==> config.mk <==
export PLATFORM = sky130hd
export DESIGN_NAME = recency_loop_detect_table_unit
export DESIGN_NICKNAME = d
export VERILOG_FILES = /design/src/design/rldt_pkg.sv /design/src/design/rldt_cell.sv /design/src/design/rldt_max_tree.sv /design/src/design/recency_loop_detect_table_unit.sv
export SDC_FILE = /design/constraint.sdc
export NUM_CORES = 2
export LEC_CHECK = 0
export BUFFER_PORTS_ARGS = -buffer_cell sky130_fd_sc_hd__buf_2
export CAP_MARGIN = 20
export CELL_PAD_IN_SITES_DETAIL_PLACEMENT = 1
export CELL_PAD_IN_SITES_GLOBAL_PLACEMENT = 2
export CORE_AREA = 4 4 388 390
export DETAILED_ROUTE_END_ITERATION = 6
export DIE_AREA = 0 0 392 394
export PLACE_DENSITY_LB_ADDON = 0.1
export SKIP_LAST_GASP = 1
export SYNTH_ARGS = -nofsm -noshare
export SYNTH_HDL_FRONTEND = slang
export SYNTH_SLANG_ARGS = --single-unit
==> constraint.sdc <==
create_clock -name clk -period 44.3 [get_ports clk]
set_input_delay 2.215 -clock clk [delete_from_list [all_inputs] [get_ports clk]]
set_output_delay 2.215 -clock clk [all_outputs]
set_load 0.03 [all_outputs]
==> src/design/rldt_pkg.sv <==
// rldt_pkg: shared constants and types for the recency loop detect table
// used by rldt_cell, rldt_max_tree and recency_loop_detect_table_unit
// no dependencies
package rldt_pkg;

	localparam int DEPTH    = 8;
	localparam int IDX_W    = $clog2(DEPTH + 1);
	localparam int TREE_LVL = $clog2(DEPTH);
	localparam int DEPTH_P2 = 1 << TREE_LVL;
	localparam int ID_W     = 32;
	localparam int STAMP_W  = 32;
	localparam int HITS_W   = 16;

	localparam logic [HITS_W-1:0] HITS_MAX    = {HITS_W{1'b1}};
	localparam logic [HITS_W-1:0] LIMIT_RESET = HITS_W'(16);

	localparam logic KIND_UPDATE = 1'b0;
	localparam logic KIND_ERASE  = 1'b1;

	typedef logic [IDX_W-1:0]   idx_t;
	typedef logic [ID_W-1:0]    id_t;
	typedef logic [STAMP_W-1:0] stamp_t;
	typedef logic [HITS_W-1:0]  hits_t;

	typedef struct packed {
		logic   valid;
		id_t    id;
		hits_t  hits;
		stamp_t stamp;
	} entry_t;

	// control broadcast to every cell in the commit cycle
	typedef struct packed {
		logic   commit;
		logic   erase;
		idx_t   rm_idx;   // slot that leaves the row, DEPTH when none
		entry_t ins;      // entry that goes in on an update
	} bcast_t;

endpackage

==> src/design/rldt_cell.sv <==
// rldt_cell: one slot of the recency table, shifts with its neighbors
// depends on rldt_pkg
module rldt_cell (
	input  logic             clk,
	input  logic             arst_n,
	input  rldt_pkg::idx_t   idx,
	input  logic             capture,
	input  rldt_pkg::id_t    key_id,
	input  rldt_pkg::stamp_t key_stamp,
	input  rldt_pkg::bcast_t bc,
	input  rldt_pkg::entry_t prev_ent,
	input  logic             prev_b,
	input  logic             prev_above,
	input  rldt_pkg::entry_t next_ent,
	input  logic             next_b,
	output rldt_pkg::entry_t ent,
	output logic             b,
	output logic             above,
	output logic             match_now,
	output rldt_pkg::hits_t  cand
);

	logic             valid_q;
	rldt_pkg::id_t    id_q;
	rldt_pkg::hits_t  hits_q;
	rldt_pkg::stamp_t stamp_q;
	logic             gt_s1;
	logic             eq_s1;
	logic             match_s1;

	logic             b_here;
	logic             b_prev;
	rldt_pkg::entry_t oth_here;
	rldt_pkg::entry_t oth_prev;
	rldt_pkg::entry_t nxt;

	assign ent       = '{valid: valid_q, id: id_q, hits: hits_q, stamp: stamp_q};
	assign match_now = valid_q && (id_q == key_id);
	assign above     = (idx < bc.rm_idx);
	// entry stays ahead of the inserted one: newer stamp, or equal and earlier
	assign b         = valid_q && (gt_s1 || (eq_s1 && above));
	assign cand      = (valid_q && !match_s1) ? hits_q : '0;

	// view of the row with the removed slot taken out
	assign b_here   = above ? b : next_b;
	assign b_prev   = prev_above ? prev_b : b;
	assign oth_here = above ? ent : next_ent;
	assign oth_prev = prev_above ? prev_ent : ent;

	always_comb begin
		priority if (bc.erase) begin
			nxt = oth_here;
		end else if (b_here) begin
			nxt = oth_here;
		end else if (b_prev) begin
			nxt = bc.ins;
		end else begin
			nxt = oth_prev;
		end
	end

	always_ff @(posedge clk or negedge arst_n) begin
		if (!arst_n) begin
			valid_q <= 1'b0;
		end else if (bc.commit) begin
			valid_q <= nxt.valid;
		end
	end

	always_ff @(posedge clk) begin
		if (bc.commit) begin
			id_q    <= nxt.id;
			hits_q  <= nxt.hits;
			stamp_q <= nxt.stamp;
		end
		if (capture) begin
			gt_s1    <= stamp_q > key_stamp;
			eq_s1    <= stamp_q == key_stamp;
			match_s1 <= match_now;
		end
	end

endmodule

==> src/design/rldt_max_tree.sv <==
// rldt_max_tree: maximum over the hit counts offered by the cells
// depends on rldt_pkg
module rldt_max_tree (
	input  rldt_pkg::hits_t cand [rldt_pkg::DEPTH],
	output rldt_pkg::hits_t max_out
);

	rldt_pkg::hits_t node [2*rldt_pkg::DEPTH_P2-1];

	genvar k;
	generate
		for (k = 0; k < rldt_pkg::DEPTH_P2; k++) begin : g_leaf
			if (k < rldt_pkg::DEPTH) begin : g_used
				assign node[rldt_pkg::DEPTH_P2-1+k] = cand[k];
			end else begin : g_pad
				assign node[rldt_pkg::DEPTH_P2-1+k] = '0;
			end
		end
		for (k = 0; k < rldt_pkg::DEPTH_P2-1; k++) begin : g_node
			assign node[k] = (node[2*k+1] > node[2*k+2]) ? node[2*k+1] : node[2*k+2];
		end
	endgenerate

	assign max_out = node[0];

endmodule

==> src/design/recency_loop_detect_table_unit.sv <==
// recency_loop_detect_table_unit: top level of the recency table with loop detect
// depends on rldt_pkg, rldt_cell, rldt_max_tree
//
//  channel  | handshake             | payload
//  ---------+-----------------------+--------------------------------
//  in       | in_valid / in_stall   | kind, item_id, stamp
//  out      | out_valid / out_stall | looping, max_hits, was_present
//  cfg      | cfg_we                | cfg_wdata (count_limit)
//
// per item, the transfer edge captures the id and stamp compares inside every cell,
// a later commit edge shifts the row and loads the result register; in_stall is
// high from the transfer until that commit
// a stalled result holds back the commit, the row shift and the next item
// reset empties the row at once through the cell valid bits, no clearing pass
module recency_loop_detect_table_unit (
	input  logic                    clk,
	input  logic                    arst_n,
	input  logic                    in_valid,
	output logic                    in_stall,
	input  logic                    kind,
	input  logic [31:0]             item_id,
	input  logic [31:0]             stamp,
	output logic                    out_valid,
	input  logic                    out_stall,
	output logic                    looping,
	output logic [15:0]             max_hits,
	output logic                    was_present,
	input  logic                    cfg_we,
	input  logic [15:0]             cfg_wdata
);

	// control state
	logic busy_q;
	logic out_valid_q;
	logic loop_q;
	rldt_pkg::hits_t max_q;
	rldt_pkg::hits_t limit_q;

	// item captured at the input transfer
	logic             kind_s1;
	rldt_pkg::id_t    id_s1;
	rldt_pkg::stamp_t stamp_s1;
	rldt_pkg::idx_t   rm_s1;
	rldt_pkg::hits_t  hit_hits_s1;
	logic             hit_s1;

	// result register
	logic             looping_q;
	rldt_pkg::hits_t  max_hits_q;
	logic             was_present_q;

	// chain wiring
	rldt_pkg::entry_t ent_w   [rldt_pkg::DEPTH];
	logic             b_w     [rldt_pkg::DEPTH];
	logic             above_w [rldt_pkg::DEPTH];
	logic             match_w [rldt_pkg::DEPTH];
	rldt_pkg::hits_t  cand_w  [rldt_pkg::DEPTH];

	logic             capture;
	logic             commit;
	logic             hit_any;
	rldt_pkg::idx_t   hit_idx;
	rldt_pkg::hits_t  hit_hits;
	rldt_pkg::idx_t   rm_idx;
	rldt_pkg::hits_t  new_hits;
	rldt_pkg::hits_t  erase_max;
	rldt_pkg::hits_t  upd_max;
	rldt_pkg::hits_t  max_nxt;
	logic             loop_nxt;
	rldt_pkg::bcast_t bc;

	assign in_stall  = busy_q;
	assign capture   = in_valid && !in_stall;
	// commit only when the result register is free or being emptied
	assign commit    = busy_q && (!out_valid_q || !out_stall);

	assign out_valid   = out_valid_q;
	assign looping     = looping_q;
	assign max_hits    = max_hits_q;
	assign was_present = was_present_q;

	// ids are unique in the row, so the matching slot is found by or-ing
	always_comb begin
		hit_any  = 1'b0;
		hit_idx  = '0;
		hit_hits = '0;
		for (int i = 0; i < rldt_pkg::DEPTH; i++) begin
			if (match_w[i]) begin
				hit_any  = 1'b1;
				hit_idx  = hit_idx | rldt_pkg::idx_t'(i);
				hit_hits = hit_hits | ent_w[i].hits;
			end
		end
	end

	// leaving slot: the hit, the oldest on an update miss to a full row, else none
	always_comb begin
		if (hit_any) begin
			rm_idx = hit_idx;
		end else if ((kind == rldt_pkg::KIND_UPDATE) && ent_w[rldt_pkg::DEPTH-1].valid) begin
			rm_idx = rldt_pkg::idx_t'(rldt_pkg::DEPTH - 1);
		end else begin
			rm_idx = rldt_pkg::idx_t'(rldt_pkg::DEPTH);
		end
	end

	// saturating count for a hit, a new entry starts at one
	assign new_hits = !hit_s1 ? rldt_pkg::hits_t'(1) :
		(hit_hits_s1 == rldt_pkg::HITS_MAX) ? rldt_pkg::HITS_MAX :
		hit_hits_s1 + rldt_pkg::hits_t'(1);

	assign upd_max = (new_hits > max_q) ? new_hits : max_q;

	rldt_max_tree u_max_tree (
		.cand    (cand_w),
		.max_out (erase_max)
	);

	always_comb begin
		unique case (kind_s1)
			rldt_pkg::KIND_ERASE: begin
				max_nxt  = erase_max;
				loop_nxt = erase_max > limit_q;
			end
			default: begin
				if (hit_s1) begin
					// sticky flag, only raised on a hit
					max_nxt  = upd_max;
					loop_nxt = loop_q || (upd_max > limit_q);
				end else begin
					// insert keeps maximum and flag
					max_nxt  = max_q;
					loop_nxt = loop_q;
				end
			end
		endcase
	end

	assign bc = '{
		commit: commit,
		erase:  (kind_s1 == rldt_pkg::KIND_ERASE),
		rm_idx: rm_s1,
		ins:    '{valid: 1'b1, id: id_s1, hits: new_hits, stamp: stamp_s1}
	};

	// the row of cells, each sees its two neighbors
	genvar g;
	generate
		for (g = 0; g < rldt_pkg::DEPTH; g++) begin : g_cell
			rldt_pkg::entry_t prev_ent;
			logic             prev_b;
			logic             prev_above;
			rldt_pkg::entry_t next_ent;
			logic             next_b;

			if (g == 0) begin : g_head
				// a virtual slot ahead of the row that always stays in front
				assign prev_ent   = '0;
				assign prev_b     = 1'b1;
				assign prev_above = 1'b1;
			end else begin : g_mid_prev
				assign prev_ent   = ent_w[g-1];
				assign prev_b     = b_w[g-1];
				assign prev_above = above_w[g-1];
			end

			if (g == rldt_pkg::DEPTH - 1) begin : g_tail
				assign next_ent = '0;
				assign next_b   = 1'b0;
			end else begin : g_mid_next
				assign next_ent = ent_w[g+1];
				assign next_b   = b_w[g+1];
			end

			rldt_cell u_cell (
				.clk        (clk),
				.arst_n     (arst_n),
				.idx        (rldt_pkg::idx_t'(g)),
				.capture    (capture),
				.key_id     (item_id),
				.key_stamp  (stamp),
				.bc         (bc),
				.prev_ent   (prev_ent),
				.prev_b     (prev_b),
				.prev_above (prev_above),
				.next_ent   (next_ent),
				.next_b     (next_b),
				.ent        (ent_w[g]),
				.b          (b_w[g]),
				.above      (above_w[g]),
				.match_now  (match_w[g]),
				.cand       (cand_w[g])
			);
		end
	endgenerate

	always_ff @(posedge clk or negedge arst_n) begin
		if (!arst_n) begin
			busy_q      <= 1'b0;
			out_valid_q <= 1'b0;
			loop_q      <= 1'b0;
			max_q       <= '0;
			limit_q     <= rldt_pkg::LIMIT_RESET;
		end else begin
			if (cfg_we) begin
				limit_q <= cfg_wdata;
			end
			if (capture) begin
				busy_q <= 1'b1;
			end else if (commit) begin
				busy_q <= 1'b0;
			end
			out_valid_q <= commit || (out_valid_q && out_stall);
			if (commit) begin
				loop_q <= loop_nxt;
				max_q  <= max_nxt;
			end
		end
	end

	always_ff @(posedge clk) begin
		if (capture) begin
			kind_s1     <= kind;
			id_s1       <= item_id;
			stamp_s1    <= stamp;
			rm_s1       <= rm_idx;
			hit_hits_s1 <= hit_hits;
			hit_s1      <= hit_any;
		end
		if (commit) begin
			looping_q     <= loop_nxt;
			max_hits_q    <= max_nxt;
			was_present_q <= hit_s1;
		end
	end

endmodule

# --- Yosys cells after proc, flatten, opt, wreduce, memory -nomap -nowiden ---
# Cells that the tools add are included.
# W data, S select, Z words.
totals:
  regBits: 811
  in_bits: 86
  output_inout_bits: 20
  elab_cells: 269
op_classes:
  add_sub_neg: 1
  magnitude_cmp: 26
  eq_ne: 17
  n_mux: 88
  bitwise_logic: 8
  reduce_logical: 59
ops:
  columns: ["cell", "count"]
  rows:
  - ["$mux W81", 31]
  - ["$eq A32 B32 Y1", 16]
  - ["$mux W16", 28]
  - ["$gt A32 B32 Y1", 8]
  - ["$gt A16 B16 Y1", 10]
  - ["$or A16 B16 Y16", 7]
  - ["$logic_and A1 B1 Y1", 36]
  - ["$mux W1", 21]
  - ["$add A16 B1 Y16 const B", 1]
  - ["$eq A16 B16 Y1 const B", 1]
  - ["$lt A3 B4 Y1 const A", 4]
  - ["$mux W3", 4]
  - ["$logic_not A1 Y1", 11]
  - ["$logic_or A1 B1 Y1", 11]
  - ["$lt A1 B4 Y1 const A", 2]
  - ["$lt A2 B4 Y1 const A", 2]
  - ["$mux W4", 2]
  - ["$mux W2", 2]
  - ["$reduce_bool A2 Y1", 1]
  - ["$not A1 Y1", 1]

# --- Depth between registers and ports, before layout ---
depth:
  word_depth: 17
  depth_mapped: 51
  mapped_depth_nobuf: 45

# --- Cells and area by module ---
# Synthesis repeated with hierarchy kept, for this count alone.
unflattened:
  cells_unflattened: 5943
  area_unflattened_um2: 65651.7
modules_own_cells:
  columns: ["module", "instances", "cells_each", "area_per_inst_um2", "seq_area_each_um2"]
  rows:
  - ["rldt_cell (g_cell[0].u_cell ...)", 4, 561, 6775.2, 2517.4]
  - ["rldt_cell (g_cell[5].u_cell ...)", 3, 653, 6726.5, 2517.4]
  - ["recency_loop_detect_table_unit", 1, 651, 7275.7, 4000.1]
  - ["rldt_cell (g_cell[4].u_cell)", 1, 561, 6784.0, 2517.4]
  - ["rldt_max_tree", 1, 528, 4311.6, 0.0]

# --- Worst setup path after synthesis ---
# Ideal clock, no wire load.
synth_path:
  path_kind: "input-to-reg"
  start: "input out_stall"
  end: "register max_q[1]"
  setup_ps: 866
  arrival_ps: 21259
  required_time_ps: 43434
  setup_slack_ps: 22174
  path_stages: 5
  n_path_buf: 1
  cell_sequence: "nand2_1 > nand2_1 > clkinv_1 > clkbuf_1 > a31oi_1"
synth_between:
  elab_chain_cells: 3
synth_lines:
  columns: ["item", "line", "rtl"]
  rows:
  - ["from (decl)", "recency_loop_detect_table_unit.sv:24", "input logic out_stall,"]
  - ["$logic_not A1 Y1", "recency_loop_detect_table_unit.sv:75", "assign commit = busy_q && (!out_valid_q || !out_stall);"]
  - ["$logic_or A1 B1 Y1", "recency_loop_detect_table_unit.sv:75", null]
  - ["$logic_and A1 B1 Y1", "recency_loop_detect_table_unit.sv:75", null]
  - ["named net commit", "recency_loop_detect_table_unit.sv:60", "logic commit;"]
  - ["to (signal assigned)", "recency_loop_detect_table_unit.sv:216", "max_q <= max_nxt;"]
  - ["to (decl)", "recency_loop_detect_table_unit.sv:36", "rldt_pkg::hits_t max_q;"]
# The timed path passes the listed nets, and every way through them passes these cells.
# A chain may end at the register's enable or synchronous reset.

# --- Worst setup path after layout ---
layout_path:
  start: "register g_cell[4].u_cell.valid_q"
  end: "register looping_q (netlist: looping), data pin"
layout_between:
  elab_chain_cells: 10
layout_lines:
  columns: ["item", "line", "rtl"]
  rows:
  - ["from (decl)", "rldt_cell.sv:23", "logic valid_q;"]
  - ["from (signal assigned)", "rldt_cell.sv:66", "valid_q <= nxt.valid;"]
  - ["$logic_and A1 B1 Y1 (*)", "rldt_cell.sv:42", "assign cand = (valid_q && !match_s1) ? hits_q : '0;"]
  - ["$mux W16 (*)", "rldt_cell.sv:42", null]
  - ["$gt A16 B16 Y1", "rldt_max_tree.sv:20", "assign node[k] = (node[2*k+1] > node[2*k+2]) ? node[2*k+1] : node[2*k+2];"]
  - ["$mux W16 (*)", "rldt_max_tree.sv:20", null]
  - ["$gt A16 B16 Y1", "rldt_max_tree.sv:20", null]
  - ["$mux W16 (*)", "rldt_max_tree.sv:20", null]
  - ["$gt A16 B16 Y1", "rldt_max_tree.sv:20", null]
  - ["$mux W16 (*)", "rldt_max_tree.sv:20", null]
  - ["$gt A16 B16 Y1 (*)", "recency_loop_detect_table_unit.sv:123", "loop_nxt = erase_max > limit_q;"]
  - ["$mux W1 (*)", "recency_loop_detect_table_unit.sv:120", "unique case (kind_s1)"]
  - ["named net loop_nxt", "recency_loop_detect_table_unit.sv:69", "logic loop_nxt;"]
  - ["to (signal assigned)", "recency_loop_detect_table_unit.sv:231", "looping_q <= loop_nxt;"]
  - ["to (decl)", "recency_loop_detect_table_unit.sv:48", "logic looping_q;"]
# Mark *: on every way through the listed nets, which the timed path passes. The rest lies on a longest branch.

==> reports/qor.txt <==
Critical path required time - 44.76 ns
Initial antenna violation count - 6
DP Area - 60,800 sq um
Ant. Diodes - 0
CTS buffer count - 104
Fraction of registers with async set/reset - 0.0530
Clk slew on worst S/H paths - 0.06 ns
Final Wtd Congestion - 0.924
Tmin final - 10.49 ns
TritonCTS clock tree - done
Slowest stage delay, CP - 0.92 ns
Share of the synthesized area in the top cell type - 0.393
DR WL/cell - 29.3 um
Worst setup SP type - flip-flop
Final Cell Area - 64,200 sq um
Setup TNS - 0 ns
Via count - 50,349
H-tree levels - 3
CP endpoint kind - flip-flop
CTS Hold Bufs - 0
Synth Cell Area - 58,700 sq um
Top FF cell, synth - edfxtp_1
EDFF count, synth - 768
Worst skew pair latency - 0.73 ns
Clock Skews - 0.0315 ns
Clock Sinks - 811
Post-Place Worst Slack - 33.36 ns
Worst setup margin - 33.81 ns
Hold Crit Class - reg2reg
Max Cap Violations - 0
Sequential area share after synthesis - 0.411
Post-CTS Setup Bufs - 0
Port buffer count - 105
Arrival @ worst endpoint - 10.95 ns
Layout cells sized above 1 - 0.0695
First-pass GRT wire length - 349,000 um
Crit path top cell by count - o21a_1
Fmax - 95.3 MHz
Total grt overflow - 0
Cells after synthesis - 6,328
Net count after synthesis - 6,824
Top cell family by delay on the critical path - compound AO/OA/AOI/OAI gates
Worst Hold Slack - 0.578 ns
Final net count - 6,638
Hold Vio Cnt, Final - 0
Vias/cell - 6.17
Syn avg cell area - 9.27 sq um
Gr usage total - 0.301
Core Area - 147,000 sq um
Drc violations - 0
HPWL after DPL - 162,000 um
CP max stage cell - nor2b_1
Starting density of the core - 0.399
DRT Pass-1 Iters - 6
Synth warn - 0
Crit path max fanout - 26
Clk buf depth - 3
Pin count of the biggest net entering global routing - 162
Status - finished, final reports clean
RSZ-0062 raised after global routing - no
Flop and latch count out of synthesis - 811
Cell taking the most area after synthesis - edfxtp_1
Final Routed Wirelength - 239,000 um
Post-CTS Resized - 0
I/O pins - 106
DR iter-0 viols - 4,221
Die Span X - 392 um
Rel. slew slack - 0.179
Number of global-route vias before repair - 49,931
Max-slew violations - 0
Die H - 394 um
Detail Route Antenna Nets - 0
Area grow syn2layout - 9.45%
Worst Path Buf+Inv - 3
Row count - 141
Count of cell types in the netlist - 82
Critical path type - reg2reg
Final Setup Violations - 0
Worst-margin pin slew - 1.22 ns
Root Buffer - clkbuf_16
Final worst path period share - 0.237
Die area - 154,000 sq um
Largest cells by area after synthesis - edfxtp_1, mux2i_1, ha_1, o21ai_0, nand2_1
[registers in the layout, indices dropped and copies added (netlist names), 4 cells and up]
name                    flops
hit_hits_s1                16
g_cell.u_cell.id_q        256
max_hits                   16
g_cell.u_cell.valid_q       8
stamp_s1                   32
g_cell.u_cell.hits_q      128
g_cell.u_cell.eq_s1         8
rm_s1                       4
g_cell.u_cell.stamp_q     256
g_cell.u_cell.match_s1      8
g_cell.u_cell.gt_s1         8
max_q                      16
id_s1                      32
limit_q                    16
[cells by family (layout without fill, tap and decap cells)]
group,after synthesis,after routing,share of synthesized area
DFF,811,811,0.411
AOI/OAI and AO/OA,1856,1856,0.185
muxes,599,599,0.103
adders and majority gates,411,411,0.0877
xor gates and xnor gates,268,268,0.0400
and+or+nand+nor,1777,1777,0.134
buffers and inverters,606,508,0.0392
[per-stage QoR]
stage,cells,utilization
4_1_cts,8159,0.436
3_5_place_dp,7965,0.413
3_3_place_gp,7964,0.413
5_1_grt,8160,0.436
2_1_floorplan,6328,-
6_report,8160,0.436
[Yosys cell counts (all sizes together) (4+ instances only)]
library cell  number
buf               63
o2111ai            4
o211ai            94
a21o              95
nand2            890
a21oi            440
mux2i            582
dfrtp             42
nand3b             6
and3               7
nor2b             62
mux2              17
ha               410
clkbuf           432
a211oi           165
nand3             82
nand2b            44
nand4            146
a211o              9
o22ai             27
nor2             409
xor2              37
and2              45
o21a              27
a221oi            24
nor3              11
nor4              43
a31oi             42
o32ai              4
o221ai             7
or3                5
or2                5
and4              14
inv              109
a22oi             33
edfxtp           768
xnor2            231
o21ai            840
a22o              16
[worst paths after layout]
check / from / endpoint / slack [ns] / cells after the start
worst max-delay path: g_cell[4].u_cell.valid_q / looping / 33.81 / 40
worst min-delay path: out_valid / out_valid / 0.58 / 2
worst max register to register: g_cell[4].u_cell.valid_q / looping / 33.81 / 40
worst min register to register: out_valid / out_valid / 0.58 / 2
max in group asynchronous: arst_n / g_cell[1].u_cell.valid_q / 42.14 / 2
min in group asynchronous: arst_n / limit_q[1] / 1.63 / 2
[layout by cell type (no fill, tap or decap), types with 17 or more instances in the layout]
cell type and count:
a211oi_1 165, a21o_1 95, a21oi_1 436, a221oi_1 22, a22oi_1 32, a31oi_1 37
and2_1 45, buf_2 105, buf_4 89, clkbuf_1 25, clkbuf_16 105, clkinv_1 25
clkinv_2 17, dfrtp_1 42, edfxtp_1 768, ha_1 410, inv_1 107, mux2_2 17
mux2i_1 579, nand2_1 886, nand2b_1 44, nand3_1 82, nand4_1 146, nor2_1 403
nor2b_1 61, nor4_1 33, o211ai_1 92, o21a_1 23, o21ai_0 824, o22ai_1 25
xnor2_1 231, xor2_1 37
[worst min-delay path, cell delays in order, from the launching register on]
cell and delay, ns:
dfrtp_1 0.35, nand2_1 0.10, nand2b_1 0.09
[metal layers]
| layer | vias to the layer above | part of all wire | GRT usage |
|---|---|---|---|
| met5 | - | 0.00015 | 0 |
| met4 | 6 | 0.035 | 0.0969 |
| met3 | 336 | 0.053 | 0.0319 |
| met2 | 1469 | 0.46 | 0.483 |
| met1 | 25585 | 0.46 | 0.427 |
| li1 | 22953 | - | - |
[layout make-up]
class	instances	area, sq um
tap	1930	2410
fill	16661	82900
timing repair buffer	203	1360
sequential	811	24100
inverter	111	424
multi-input combinational	4911	32500
clock buffer	132	2750
clock inverter	62	612
Power is not shown: default switching activity piles up to over one toggle a cycle in this logic, so the estimate is an artifact.
